==> config.mk <==
export PLATFORM = sky130hd
export DESIGN_NAME = soundex_encoder_core
export DESIGN_NICKNAME = d
export VERILOG_FILES = /design/src/sv/sndx_pkg.sv /design/src/sv/soundex_encoder_core.sv /design/src/sv/sndx_front.sv /design/src/sv/sndx_queue.sv /design/src/sv/sndx_back.sv
export SDC_FILE = /design/constraint.sdc
export NUM_CORES = 1
export LEC_CHECK = 0
export ABC_CLOCK_PERIOD_IN_PS = 2290
export BUFFER_PORTS_ARGS = -buffer_cell sky130_fd_sc_hd__buf_2
export CAP_MARGIN = 20
export CORE_ASPECT_RATIO = 1.25
export CORE_MARGIN = 8
export CORE_UTILIZATION = 57
export DETAILED_ROUTE_END_ITERATION = 8
export GPL_TIMING_DRIVEN = 0
export HOLD_SLACK_MARGIN = 0.12
export PLACE_DENSITY = 0.79
export REMOVE_ABC_BUFFERS = 1
export SLEW_MARGIN = 25
export SYNTH_ARGS = -nofsm -noshare
export SYNTH_HDL_FRONTEND = slang
export SYNTH_SLANG_ARGS = --single-unit
export TNS_END_PERCENT = 100
==> constraint.sdc <==
create_clock -name clk -period 2.29 [get_ports clk]
set_input_delay 0.1145 -clock clk [delete_from_list [all_inputs] [get_ports clk]]
set_output_delay 0.1145 -clock clk [all_outputs]
set_load 0.005 [all_outputs]
==> src/sv/sndx_pkg.sv <==
package sndx_pkg;

  // default number of code positions
  localparam int CODE_LENGTH_DEF = 4;
  // positions carried on the result word
  localparam int NUM_OUT = 4;

  localparam logic [7:0] ASCII_ZERO  = 8'd48;
  localparam logic [7:0] ASCII_UP_A  = 8'd65;
  localparam logic [7:0] ASCII_UP_Z  = 8'd90;
  localparam logic [7:0] ASCII_LO_A  = 8'd97;
  localparam logic [7:0] ASCII_LO_Z  = 8'd122;
  localparam logic [7:0] CASE_OFFSET = 8'd32;
  // upper bits of an ASCII digit '0'..'7' in six bits
  localparam logic [2:0] DIGIT_HIGH  = 3'b110;

  // classified input word, passed from front to back
  typedef struct packed {
    logic       is_letter;
    logic [4:0] letter_idx;
    logic [2:0] digit;
    logic       last;
  } item_t;

  // letter A..Z to soundex digit
  function automatic logic [2:0] letter_digit(input logic [4:0] idx);
    logic [2:0] d;
    case (idx)
      5'd1, 5'd5, 5'd15, 5'd21:                        d = 3'd1;
      5'd2, 5'd6, 5'd9, 5'd10, 5'd16, 5'd18, 5'd23, 5'd25: d = 3'd2;
      5'd3, 5'd19:                                     d = 3'd3;
      5'd11:                                           d = 3'd4;
      5'd12, 5'd13:                                    d = 3'd5;
      5'd17:                                           d = 3'd6;
      default:                                         d = 3'd0;
    endcase
    return d;
  endfunction

endpackage

==> src/sv/soundex_encoder_core.sv <==
// Soundex encoder: a string streams in one byte per word (tuser high when the byte belongs
// to the string, tlast on its final word) and one 4-character code comes out per string.
// A byte is taken every cycle while the queue has room; the front classifies it (case fold,
// letter check, digit table) into a two-entry queue, and the back applies one queued word
// per cycle to the code state unless a result is held back; the last byte passes a queue
// slot and then the result register. The result sits in an output register, so input keeps
// flowing while it waits; bytes stall only when both result register and queue are full.
module soundex_encoder_core #(
  parameter int CODE_LENGTH = sndx_pkg::CODE_LENGTH_DEF
) (
  input  logic        clk,
  input  logic        rst,
  input  logic        s_axis_tvalid,
  output logic        s_axis_tready,
  input  logic  [7:0] s_axis_tdata,   // char_byte
  input  logic        s_axis_tuser,   // char_present
  input  logic        s_axis_tlast,
  output logic        m_axis_tvalid,
  input  logic        m_axis_tready,
  output logic [31:0] m_axis_tdata    // code_letter, code_digit_1, code_digit_2, code_digit_3
);
  import sndx_pkg::*;

  item_t front_item;
  item_t q_item;
  logic  q_valid;
  logic  q_ready;

  // classify incoming bytes
  sndx_front u_front (
    .char_byte    (s_axis_tdata),
    .char_present (s_axis_tuser),
    .last         (s_axis_tlast),
    .item         (front_item)
  );

  // queue between front and back
  sndx_queue u_queue (
    .clk       (clk),
    .rst       (rst),
    .in_valid  (s_axis_tvalid),
    .in_ready  (s_axis_tready),
    .in_item   (front_item),
    .out_valid (q_valid),
    .out_ready (q_ready),
    .out_item  (q_item)
  );

  // code builder and result register
  sndx_back #(
    .CODE_LENGTH (CODE_LENGTH)
  ) u_back (
    .clk       (clk),
    .rst       (rst),
    .in_valid  (q_valid),
    .in_ready  (q_ready),
    .in_item   (q_item),
    .out_valid (m_axis_tvalid),
    .out_ready (m_axis_tready),
    .out_data  (m_axis_tdata)
  );

  // a last word leaving the queue always produces a result
  a_last_gives_result: assert property (@(posedge clk) disable iff (rst)
    (q_valid && q_ready && q_item.last) |=> m_axis_tvalid)
    else $error("last word consumed without a result");

  // after reset nothing is pending and input is open
  a_reset_clean: assert property (@(posedge clk)
    rst |=> (!m_axis_tvalid && s_axis_tready))
    else $error("state not clear after reset");

  // every result digit is an ASCII '0'..'6'
  a_digit_range: assert property (@(posedge clk) disable iff (rst)
    m_axis_tvalid |-> ((m_axis_tdata[13:8] <= 6'd54) && (m_axis_tdata[13:8] >= 6'd48) &&
                       (m_axis_tdata[19:14] <= 6'd54) && (m_axis_tdata[19:14] >= 6'd48) &&
                       (m_axis_tdata[25:20] <= 6'd54) && (m_axis_tdata[25:20] >= 6'd48)))
    else $error("result digit out of range");

endmodule

==> src/sv/sndx_front.sv <==
module sndx_front (
  input  logic              [7:0] char_byte,
  input  logic                    char_present,
  input  logic                    last,
  output sndx_pkg::item_t         item
);
  import sndx_pkg::*;

  logic [7:0] upper;
  logic [7:0] offset;

  // fold lower case to upper case
  always_comb begin
    if (char_byte >= ASCII_LO_A && char_byte <= ASCII_LO_Z) begin
      upper = char_byte - CASE_OFFSET;
    end else begin
      upper = char_byte;
    end
  end

  assign offset = upper - ASCII_UP_A;

  // classify and look up the digit
  always_comb begin
    item.is_letter  = char_present && (upper >= ASCII_UP_A) && (upper <= ASCII_UP_Z);
    item.letter_idx = offset[4:0];
    item.digit      = letter_digit(offset[4:0]);
    item.last       = last;
  end

endmodule

==> src/sv/sndx_queue.sv <==
module sndx_queue (
  input  logic            clk,
  input  logic            rst,
  input  logic            in_valid,
  output logic            in_ready,
  input  sndx_pkg::item_t in_item,
  output logic            out_valid,
  input  logic            out_ready,
  output sndx_pkg::item_t out_item
);
  import sndx_pkg::*;

  item_t       slots [2];
  logic        wr_ptr;
  logic        rd_ptr;
  logic [1:0]  count;
  logic        push;
  logic        pop;

  assign in_ready  = (count != 2'd2);
  assign out_valid = (count != 2'd0);
  assign out_item  = slots[rd_ptr];
  assign push      = in_valid && in_ready;
  assign pop       = out_valid && out_ready;

  // storage slots
  always_ff @(posedge clk) begin
    if (push) begin
      slots[wr_ptr] <= in_item;
    end
  end

  // pointers and occupancy
  always_ff @(posedge clk) begin
    if (rst) begin
      wr_ptr <= 1'b0;
      rd_ptr <= 1'b0;
      count  <= 2'd0;
    end else begin
      if (push) begin
        wr_ptr <= ~wr_ptr;
      end
      if (pop) begin
        rd_ptr <= ~rd_ptr;
      end
      if (push && !pop) begin
        count <= count + 2'd1;
      end else if (pop && !push) begin
        count <= count - 2'd1;
      end
    end
  end

endmodule

==> src/sv/sndx_back.sv <==
module sndx_back #(
  parameter int CODE_LENGTH = sndx_pkg::CODE_LENGTH_DEF
) (
  input  logic            clk,
  input  logic            rst,
  input  logic            in_valid,
  output logic            in_ready,
  input  sndx_pkg::item_t in_item,
  output logic            out_valid,
  input  logic            out_ready,
  output logic     [31:0] out_data  // code_letter, code_digit_1, code_digit_2, code_digit_3
);
  import sndx_pkg::*;

  localparam int FW = $clog2(CODE_LENGTH + 1);

  logic [FW-1:0] fill;
  logic [FW-1:0] fill_next;
  logic [2:0]    prev;
  logic [2:0]    prev_next;
  logic [7:0]    letter;
  logic [7:0]    letter_next;
  logic [2:0]    digit      [1:NUM_OUT-1];
  logic [2:0]    digit_next [1:NUM_OUT-1];
  logic          take;

  logic [7:0]    res_letter;
  logic [2:0]    res_digit  [1:NUM_OUT-1];

  assign in_ready = !out_valid || out_ready;
  assign take     = in_valid && in_ready;

  // code state update for one word
  always_comb begin
    fill_next   = fill;
    prev_next   = prev;
    letter_next = letter;
    for (int k = 1; k < NUM_OUT; k++) begin
      digit_next[k] = digit[k];
    end
    if (in_item.is_letter && (fill < FW'(CODE_LENGTH))) begin
      if (fill == '0) begin
        letter_next = ASCII_UP_A + {3'b000, in_item.letter_idx};
        fill_next   = FW'(1);
      end else if ((in_item.digit != 3'd0) && (in_item.digit != prev)) begin
        for (int k = 1; k < NUM_OUT; k++) begin
          if (fill == FW'(k)) begin
            digit_next[k] = in_item.digit;
          end
        end
        fill_next = fill + FW'(1);
      end
      prev_next = in_item.digit;
    end
  end

  // code state, cleared after the last word of a string
  always_ff @(posedge clk) begin
    if (rst || (take && in_item.last)) begin
      fill   <= '0;
      prev   <= 3'd0;
      letter <= ASCII_ZERO;
      for (int k = 1; k < NUM_OUT; k++) begin
        digit[k] <= 3'd0;
      end
    end else if (take) begin
      fill   <= fill_next;
      prev   <= prev_next;
      letter <= letter_next;
      for (int k = 1; k < NUM_OUT; k++) begin
        digit[k] <= digit_next[k];
      end
    end
  end

  // result register
  always_ff @(posedge clk) begin
    if (rst) begin
      out_valid <= 1'b0;
    end else if (take && in_item.last) begin
      out_valid <= 1'b1;
    end else if (out_ready) begin
      out_valid <= 1'b0;
    end
  end

  always_ff @(posedge clk) begin
    if (take && in_item.last) begin
      res_letter <= letter_next;
      for (int k = 1; k < NUM_OUT; k++) begin
        res_digit[k] <= digit_next[k];
      end
    end
  end

  // digits leave as ASCII '0'..'6'
  assign out_data = {6'b000000,
                     DIGIT_HIGH, res_digit[3],
                     DIGIT_HIGH, res_digit[2],
                     DIGIT_HIGH, res_digit[1],
                     res_letter};

endmodule
Yosys cells after proc, flatten, opt, wreduce, memory -nomap -nowiden
Memory sizes are Yosys's and may differ from the RTL's. A register that Yosys moved wholly into a read port is not among the register bits. Index checks and enable logic that the tools add are counted. W data, S select, Z words.

Add/subtract/negate cells: 6. $lt $le $gt $ge: 5. Eq/ne operators: 5. Muxes and demuxes: 29. Bitwise gates (word level): 5. Reduce and logical (&&, ||, !) cells: 23.

Operator list (count): $mux W9 (3); $mux W3 (8); $mux W8 (3); $ge A8 B7 Y1 const B (2); $le A8 B7 Y1 const B (2); $mux W1 (13); $logic_and A1 B1 Y1 (10); $add A7 B5 Y8 const A (1); $reduce_bool A2 Y1 (4); $sub A8 B6 Y8 const B (1); $eq A3 B2 Y1 const B (2); $sub A5 B1 Y5 const B (1); $mux W2 (2); $add A3 B1 Y3 const B (1); $eq A3 B1 Y1 const B (1); $logic_not A1 Y1 (3); $logic_not A3 Y1 (1); $lt A3 B3 Y1 const B (1); $ne A3 B3 Y1 (1); $or A1 B1 Y1 (3); $reduce_and A3 Y1 (1); $reduce_bool A3 Y1 (1); $add A2 B1 Y2 const B (1); $logic_or A1 B1 Y1 (2); other kinds (4) (5).

Bits in registers: 27. RAM bits: 38. Memory bits (read-only): 96. Input port bits: 14. Output and inout bits: 34. Logic and storage cells: 85. Memories: 4.

Memories: (name not given) (words 32, bits a word 3, read ports 1, clocked after Yosys merged registers in 0, write ports 0, RTL line sndx_pkg.sv:28) `case (idx)`; u_queue.slots (words 2, bits a word 10, read ports 1, clocked after Yosys merged registers in 1, write ports 1, RTL line sndx_queue.sv:13) `item_t slots [2];`; u_back.digit (words 3, bits a word 3, read ports 3, clocked after Yosys merged registers in 0, write ports 3, RTL line sndx_back.sv:23) `logic [2:0] digit [1:NUM_OUT-1];`; u_back.res_digit (words 3, bits a word 3, read ports 3, clocked after Yosys merged registers in 0, write ports 3, RTL line sndx_back.sv:28) `logic [2:0] res_digit [1:NUM_OUT-1];`.

Longest topological paths before layout
Gate-level depths: netlist of the first run.

Depth after elaboration: 8. Gate-level depth with buffers: 9. Depth with buffers taken out: 9.

Modules after synthesis
Synthesis of the first run repeated with hierarchy kept, for this count alone.

Cell total of the unflattened synthesis: 305. Area total of the unflattened synthesis: 3529.6 um2.

Modules (own cells, without submodules): sndx_back (times used 1, cells an instance 205, area each 2227.1 um2, seq. area each 1081.0 um2); sndx_queue (times used 1, cells an instance 55, area each 940.9 um2, seq. area each 700.7 um2); sndx_front (times used 1, cells an instance 45, area each 361.6 um2, seq. area each 0.0 um2).

Worst setup path after synthesis of the first run
Ideal clock, no wire load.

Kind: reg2reg. From: reg (tool-made name). To: reg u_back.res_digit[0][11] (netlist name). Library setup time: 262 ps. Data arrival time: 1837 ps. Required time: 2028 ps. Path slack: 191 ps. Stages on the path, launching flop included: 7. Path through: dfxtp_1 -> buf_6 -> mux2_4 -> xor2_2 -> o41ai_4 -> nor2_2 -> mux2_1.

==> results.cfg, run 1 <==
[power]
pwr-share-clk = 0.260
p_sw_frac = 0.338
seq_power_share = 0.416
netSwitchingPower_w = 0.00150
p_comb_frac = 0.325
intPower_w = 0.00294
ir_drop_v = 0.000474
p_leak_nw = 1.59
p_per_area_mw_per_mm2 = 1100

[global_routing]
antenna_found_initial = 0
gr-total-overflow = 0
grt_use_total = 0.152
grt_pass1_vias = 2356
grt_pass1_wl_um = 10400
grt_start_max_net_pins = 20

[finish]
diodes = 0
area.growth.synth_to_final_pct = 16.3
fin_nets = 390
layout-drive-gt1-share = 0.219

[yosys]
ys_seq_area_frac = 0.515
yosysWarnings = 0
synth_xor_area_frac = 0.0347
synth_edf_count = 46
synthMuxAreaShare = 0.0759
synthAdderAreaFrac = 0.0579
yosys-top-cells-area = edfxtp_1 (40%), dfxtp_1 (12%), ha_1 (5.8%)
synth_area_mm2 = 0.00346
netlist_instances = 314
syn_avg_cell_area_um2 = 11.0
synth_compound_area_frac = 0.125
ys_top_cells_by_count = edfxtp_1 (46), nand2_1 (39), dfxtp_1 (20), nor2_1 (20), o21ai_0 (20)
async_flop_share = 0
ys.flop_type = edfxtp_1
yosysMostFrequentCell = edfxtp_1
yosysUniqueCellTypes = 52
synthSimpleGateAreaFrac = 0.131
synth.top_cell.area_share = 0.399
synth_seq_cells = 66
synth_top_area_cell = edfxtp_1
synth_top_family_by_area = simple AND/OR/NAND/NOR gates

[floorplanning]
start_util = 0.595
io_pins = 48
die_h_um = 103
rows = 31
coreArea_mm2 = 0.00582
die_area_mm2 = 0.00883
fp.dieW_um = 85.7

[timing]
whs_ns = 0.191
period_minus_slack_ns = 2.27
skew_ns = 0.0101
fin_setup_tns_ns = 0
worst_pin_slew_ns = 0.808
fmax_mhz = 440
setup_viol = 0
hold_violations = 0
fin_crit_sh = 0.991
relSlewSlack = 0.460
finalMaxSlewViolations = 0
grt_setup_unrepaired = true

[clocking]
ctsLongestPathBuffers = 2
cts_num_sinks = 66
cts_buffers = 9
htreeDepth = 3
cts_tree = done
clk_root_buffer_cell = clkbuf_8
clk_pin_slew_ns = 0.07
insertion_delay_ns = 0.34

[route]
dr_total_vias = 2420
drtIter0Drc = 141
firstDrtPassIters = 4
wl_um = 6560
routed_via_density = 5.61
drc = 0
ant_nets = 0
post_drt_wl_per_cell_um = 15.2

[placed_design]
hpwl_um = 4690
port-buffer-count = 32
gp_congestion = 0.782

[worst_hold_path]
hold_class = in -> reg

[critical_path]
critical_path.max_stage_delay_ns = 0.46
cp-start-kind = flop
crit_type = reg -> reg
timing.critical_path.buf_inv = 1
crit_required_ns = 2.38
critical-path-top-delay-family = simple AND/OR/NAND/NOR gates
cp-end-kind = flop
path_cells = inv_1 -> ha_1 -> nor4b_2 -> o31ai_4 -> nor2_2 -> mux2_1
worstPathMaxFanout = 7
crit_slowest_cell = nor4b_2
crit_arrival_ns = 2.36

[job]
cap_violations = 0

[run_status]
status = complete, no violations
-- sequential cells by signal, summed over array words and instances (netlist names), named ones only --
register / cells
u_back.digit: 9
u_back.fill: 3
u_back.letter: 8
u_back.out_valid: 1
u_back.prev: 3
u_back.res_digit: 9
u_back.res_letter: 8
u_queue.count: 2
u_queue.rd_ptr: 1
u_queue.slots: 20
u_queue.wr_ptr: 1
-- layout make-up --
class	instances	area, um^2
Fill cell	448	1790
Sequential cell	66	1790
Multi-Input combinational cell	224	1600
Timing Repair Buffer	42	248
Clock buffer	11	163
Clock inverter	5	82.6
Tap cell	66	82.6
Inverter	17	63.8
-- per-layer routing --
metal  vias to the layer above  part of all wire  track usage
met5                         -                 0            0
met4                         0             0.034        0.105
met3                        15             0.039       0.0287
met2                        64              0.54        0.282
met1                      1137              0.39        0.150
li1                       1204                 -            -
-- logic make-up after synthesis --
family          Yosys count
mux                      24
xor+xnor                 12
other cells               2
buf+inv                  37
flops                    66
simple gates             94
compound gates           63
fa+ha+maj                16
-- worst min-delay path: stages --
cell      delay [ns]
buf_2           0.09
a211oi_1        0.04
o21ai_0         0.06
a21oi_1         0.05
-- path summary, 6_finish.rpt --
kind / slack [ns] / start / cells past startpoint / end
worst min-delay path: 0.19 / s_axis_tdata[7] / 4 / u_queue.slots[1][9]
worst max-delay path: 0.02 / u_back.fill[0] / 6 / u_back.res_digit[0][11]
worst min register to register: 0.49 / u_back.letter[4] / 2 / u_back.letter[4]
worst max register to register: 0.02 / u_back.fill[0] / 6 / u_back.res_digit[0][11]
-- stage by stage --
step	util	cells	area (um^2)	worst slack, ns	power [W]
after CTS	0.678	426	3950	0.000778	0.00436
after detailed placement	0.622	405	3620	-0.414	0.00316
final	0.692	431	4020	0.0196	0.00444
after floorplan	-	307	3370	-0.104	0.00276
after global routing	0.692	431	4020	-0.102	0.00470
after global placement	0.621	405	3610	-0.525	0.00310
-- placed cells by master, fill, tap and decap left out, drive strengths merged, types with 3 or more instances in the layout --
cell type    netlist  layout
a21oi             15      15
a32oi              4       4
buf               16      37
clkbuf             4      11
conb               2      15
dfxtp             20      20
dlygate4sd3        0       5
edfxtp            46      46
ha                16      16
inv               17      18
mux2              12      12
mux2i             12      12
nand2             39      39
nand2b             5       5
nand3              4       4
nor2              24      24
nor3               4       4
nor4b              3       3
o211ai             4       4
o21ai             21      21
o31ai              6       6
xnor2              6       6
xor2               6       6
-- repair_timing --
action,CTS,global route
buffers inserted,0,5
setup endpoints to repair,31,19
hold buffers,5,0
hold endpoints to repair,13,0
pin swaps,0,1
gates resized for setup,5,8
-- power groups by stage --
| stage | logic [W] | clock network (W) | registers (W) |
|---|---|---|---|
| CTS | 0.00133 | 0.00118 | 0.00186 |
| global route | 0.00159 | 0.00122 | 0.00189 |
| floorplan | 0.000903 | 0 | 0.00185 |
| detailed placement | 0.00129 | 0 | 0.00187 |
| finish | 0.00144 | 0.00115 | 0.00185 |
| global placement | 0.00124 | 0 | 0.00186 |
Power figures use the tool's default switching activity.
==> inputs of run 2 (changes only) <==
--- a/config.mk
+++ b/config.mk
@@ -10,11 +10,10 @@
 export CAP_MARGIN = 20
 export CORE_ASPECT_RATIO = 1.25
 export CORE_MARGIN = 8
-export CORE_UTILIZATION = 57
+export CORE_UTILIZATION = 38
 export DETAILED_ROUTE_END_ITERATION = 8
 export GPL_TIMING_DRIVEN = 0
 export HOLD_SLACK_MARGIN = 0.12
-export PLACE_DENSITY = 0.79
 export REMOVE_ABC_BUFFERS = 1
 export SLEW_MARGIN = 25
 export SYNTH_ARGS = -nofsm -noshare
==> results.cfg, run 2 (same netlist as run 1, synthesis figures left out) <==
[run_status]
status = complete, no violations

[power]
ir_drop_v = 0.000384
p_per_area_mw_per_mm2 = 1080
p_leak_nw = 1.61
finalPower_w = 0.00446

[timing]
setup_viol = 0
skew_ns = 0.00778
period_minus_slack_ns = 2.16
worst_pin_slew_ns = 0.815
fin_crit_sh = 0.943
hold_violations = 0
grt_setup_unrepaired = false
relSlewSlack = 0.454
finalMaxSlewViolations = 0
fmax_mhz = 463

[clocking]
cts_buffers = 9
cts_tree = done
clk_pin_slew_ns = 0.05
insertion_delay_ns = 0.33
cts_num_sinks = 66
clk_root_buffer_cell = clkbuf_16
htreeDepth = 3
ctsLongestPathBuffers = 2

[route]
drc = 0
firstDrtPassIters = 4
post_drt_wl_per_cell_um = 12.7
drtIter0Drc = 70
ant_nets = 0
dr_total_vias = 2348
routed_via_density = 4.79
wl_um = 6210

[finish]
diodes = 0
largest_reg_flops = 20
fill_cells = 857
area.growth.synth_to_final_pct = 19.0
layout_top_registers = u_queue.slots: 20 flops, u_back.digit: 9 flops, u_back.res_digit: 9 flops
final_cell_mix = edfxtp_1 (46), nand2_1 (39), buf_2 (32)
layout-drive-gt1-share = 0.221
top_register = u_queue.slots
fin_nets = 392
final_common_cell = edfxtp_1
final_core_util = 0.459

[floorplanning]
die_area_mm2 = 0.0124
coreArea_mm2 = 0.00898
fp.dieW_um = 101
io_pins = 48
rows = 39
start_util = 0.385
die_h_um = 123

[critical_path]
critical-path-top-delay-family = multiplexers
crit_slowest_cell = dfxtp_4
worstPathMaxFanout = 14
critical_path.max_stage_delay_ns = 0.43
crit_required_ns = 2.35
rrSetupSlack_ns = 0.13
crit_arrival_ns = 2.23
cp-start-kind = flop
cp-end-kind = flop
crit_type = reg -> reg
path_cells = mux2_4 -> xor2_4 -> o31ai_2 -> nor2_2 -> mux2_1
timing.critical_path.buf_inv = 0

[worst_hold_path]
hold_class = in -> reg

[global_routing]
grt_use_total = 0.110
grt.met2_usage = 0.183
use_met3 = 0.0358
grt_pass1_wl_um = 10800
grt_pass1_vias = 2385
grt_start_max_net_pins = 20
gr-total-overflow = 0
busiest_layer = met2
antenna_found_initial = 0
use_met1 = 0.127

[placed_design]
hpwl_um = 4660
port-buffer-count = 32
gp_congestion = 0.757

[job]
cap_violations = 0
## run 2: changes by cell type in the layout (fill, tap and decap cells not counted), moves of 2 or more
cell / before / now
clkbuf_16: 1 / 9
clkbuf_8: 10 / 2
buf_4: 5 / 9
clkbuf_1: 0 / 3
bufinv_16: 2 / 0
dlygate4sd3_1: 5 / 3
## run 2: metrics by stage
step,area [um^2],instances,TNS [ns],hold slack (ns),setup slack [ns]
floorplan,3370,307,-0.595,0.184,-0.104
global placement,3680,462,-10.08,0.305,-0.621
detailed placement,3690,462,-7.76,0.309,-0.462
CTS,4020,481,-0.00527,0.120,-0.00527
global route,4120,490,0,0.146,0.00150
finish,4120,490,0,0.135,0.130
## run 2: repair_timing
item,CTS,global route
buffers inserted,0,9
setup endpoints to repair,30,14
endpoints found under the hold margin,5,0
hold buffers,3,0
resized for setup,4,7
pin swaps,0,3
## run 2: path summary, 6_finish.rpt
kind                     from                endpoint  cells past startpoint
max                      flop  u_back.res_digit[0][3]                      5
min                       rst        u_back.letter[2]                      2
max reg2reg              flop  u_back.res_digit[0][3]                      5
min reg2reg  u_back.letter[6]        u_back.letter[6]                      2
## run 2: power by group
part / leakage (nW) / internal (W) / total, W / switching [W]
Clock: 0.133 / 0.000789 / 0.00124 / 0.000452
Sequential: 0.611 / 0.00168 / 0.00185 / 0.000162
Combinational: 0.863 / 0.000537 / 0.00137 / 0.000837
## run 2: area by class of cell
type / instances / area, um^2 / area share
Sequential cell: 66 / 1790 / 0.434
Timing Repair Buffer: 44 / 258 / 0.0626
Clock buffer: 14 / 264 / 0.0641
Tap cell: 123 / 154 / 0.0374
Clock inverter: 2 / 12.5 / 0.00304
Inverter: 17 / 63.8 / 0.0155
Multi-Input combinational cell: 224 / 1580 / 0.384
## run 2: layer usage
metal	wire length (um)	share of wire
met1	2770	0.45
met2	3070	0.49
met3	262	0.042
met4	113	0.018
met5	0	0
==> inputs of run 3 (changes only) <==
--- a/config.mk
+++ b/config.mk
@@ -8,12 +8,15 @@
 export ABC_CLOCK_PERIOD_IN_PS = 2290
 export BUFFER_PORTS_ARGS = -buffer_cell sky130_fd_sc_hd__buf_2
 export CAP_MARGIN = 20
+export CELL_PAD_IN_SITES_DETAIL_PLACEMENT = 1
+export CELL_PAD_IN_SITES_GLOBAL_PLACEMENT = 1
 export CORE_ASPECT_RATIO = 1.25
 export CORE_MARGIN = 8
 export CORE_UTILIZATION = 38
 export DETAILED_ROUTE_END_ITERATION = 8
 export GPL_TIMING_DRIVEN = 0
 export HOLD_SLACK_MARGIN = 0.12
+export PLACE_DENSITY_LB_ADDON = 0.1
 export REMOVE_ABC_BUFFERS = 1
 export SLEW_MARGIN = 25
 export SYNTH_ARGS = -nofsm -noshare
==> results.cfg, run 3 (same netlist as run 1, synthesis figures left out) <==
[route]
drc = 0
met1_length_um = 3050
wl_um = 7480
post_drt_wl_per_cell_um = 15.3
wl_met2_um = 4050
wl_met3_um = 211
top_layer = met4
drtIter0Drc = 56
firstDrtPassIters = 4
routed_via_density = 4.92
ant_nets = 0
dr_total_vias = 2402

[clocking]
clk_pin_slew_ns = 0.05
cts_tree = done
clk_root_buffer_cell = clkbuf_16
ctsLongestPathBuffers = 2
cts_num_sinks = 66
insertion_delay_ns = 0.33
cts_buffers = 9
htreeDepth = 3

[finish]
layout-drive-gt1-share = 0.225
fill_cells = 1026
layout_top_registers = u_queue.slots: 20 flops, u_back.digit: 9 flops, u_back.res_digit: 9 flops
final_cell_mix = edfxtp_1 (46), nand2_1 (39), buf_2 (32)
area.growth.synth_to_final_pct = 19.5
largest_reg_flops = 20
top_register = u_queue.slots
final_cells = 488
regArea_mm2 = 0.00179
multiInputGateArea_mm2 = 0.00160
final_area_mm2 = 0.00414
diodes = 0
fin_nets = 390
final_common_cell = edfxtp_1

[timing]
setup_viol = 0
fin_crit_sh = 0.952
period_minus_slack_ns = 2.18
fin_setup_tns_ns = 0
hold_violations = 0
whs_ns = 0.137
worst_pin_slew_ns = 0.846
fmax_mhz = 459
relSlewSlack = 0.434
skew_ns = 0.00636
finalMaxSlewViolations = 0

[critical_path]
r2r-end = u_back.res_digit[0][6]
cp-end-kind = flop
rrSetupSlack_ns = 0.11
worstPathMaxFanout = 9
r2r_cells = 6
crit_required_ns = 2.36
cp-start-kind = flop
crit_arrival_ns = 2.26
crit_type = reg -> reg

[power]
ir_drop_v = 0.000379
p_per_area_mw_per_mm2 = 1120
p_leak_nw = 1.60

[worst_hold_path]
hold_path.startpoint = s_axis_tdata[5]
hold-path-endpoint = u_queue.slots[1][9]
holdPathStages = 2
hold_class = in -> reg

[global_routing]
grt_pass1_vias = 2494
gr-total-overflow = 0
grt_use_total = 0.127
antenna_found_initial = 0
grt_pass1_wl_um = 12100
grt_start_max_net_pins = 20

[floorplanning]
fp.dieW_um = 101
die_area_mm2 = 0.0124
io_pins = 48
coreArea_mm2 = 0.00898
rows = 39
start_util = 0.385
die_h_um = 123

[placed_design]
post_dp_cell_area_mm2 = 0.00369
gp_congestion = 0.776
dp_cells = 462
hpwl_um = 5620
port-buffer-count = 32

[run_status]
status = complete, no violations

[job]
cap_violations = 0
==> run 3: area by class of cell <==
class	count	share of cell area
flip-flops and latches	66	0.432
clock buffers	13	0.0654
repair buffers	42	0.0581
inverters	17	0.0154
multi-input cells	224	0.387
clock inverters	3	0.00545
well taps	123	0.0372
==> run 3: metrics by stage <==
stage / util / setup slack (ns) / total power [W]
detailed placement: 0.411 / -0.476 / 0.00323
CTS: 0.450 / -0.0271 / 0.00460
global placement: 0.410 / -0.677 / 0.00318
floorplan: - / -0.104 / 0.00276
global route: 0.461 / -0.00381 / 0.00493
finish: 0.461 / 0.109 / 0.00464
==> run 3: worst max-delay path: stages, from the launching register on <==
cell	delay, ns
dfxtp_4	0.41
mux2_4	0.37
xor2_4	0.27
o41ai_4	0.11
buf_4	0.18
nor2_2	0.20
mux2_1	0.36
==> run 3: layer usage <==
| metal | global-route usage | vias up |
|---|---|---|
| met5 | 0 | - |
| met4 | 0.0728 | 0 |
| met3 | 0.0323 | 12 |
| met2 | 0.230 | 41 |
| met1 | 0.130 | 1152 |
| li1 | - | 1197 |
==> run 3: worst max-delay path by stage <==
| stage | start | end | slack [ns] | depth (start not counted) |
|---|---|---|---|---|
| final | flop | u_back.res_digit[0][6] | 0.11 | 6 |
| after CTS | u_back.fill[0] | u_back.res_digit[0][3] | -0.03 | 6 |
| after global placement | flop | u_back.digit[0][3] | -0.68 | 4 |
| after floorplan | flop | u_back.res_digit[0][11] | -0.10 | 5 |
| after global routing | flop | u_back.letter[1] | -0.004 | 5 |
| after detailed placement | flop | u_back.letter[2] | -0.48 | 5 |
==> run 3: repair_timing <==
action / CTS / global route
buffers inserted: 0 / 8
cloned: 0 / 0
endpoints found under the setup margin: 32 / 17
hold endpoints to repair: 3 / 0
pin swaps: 1 / 3
gates resized for setup: 7 / 7
hold buffers: 2 / 0
==> run 3: where the power goes <==
group	total, W	switching [W]	internal, W	leakage [nW]
logic	0.00147	0.000909	0.000557	0.853
registers	0.00185	0.000168	0.00168	0.611
clock network	0.00132	0.000499	0.000821	0.134
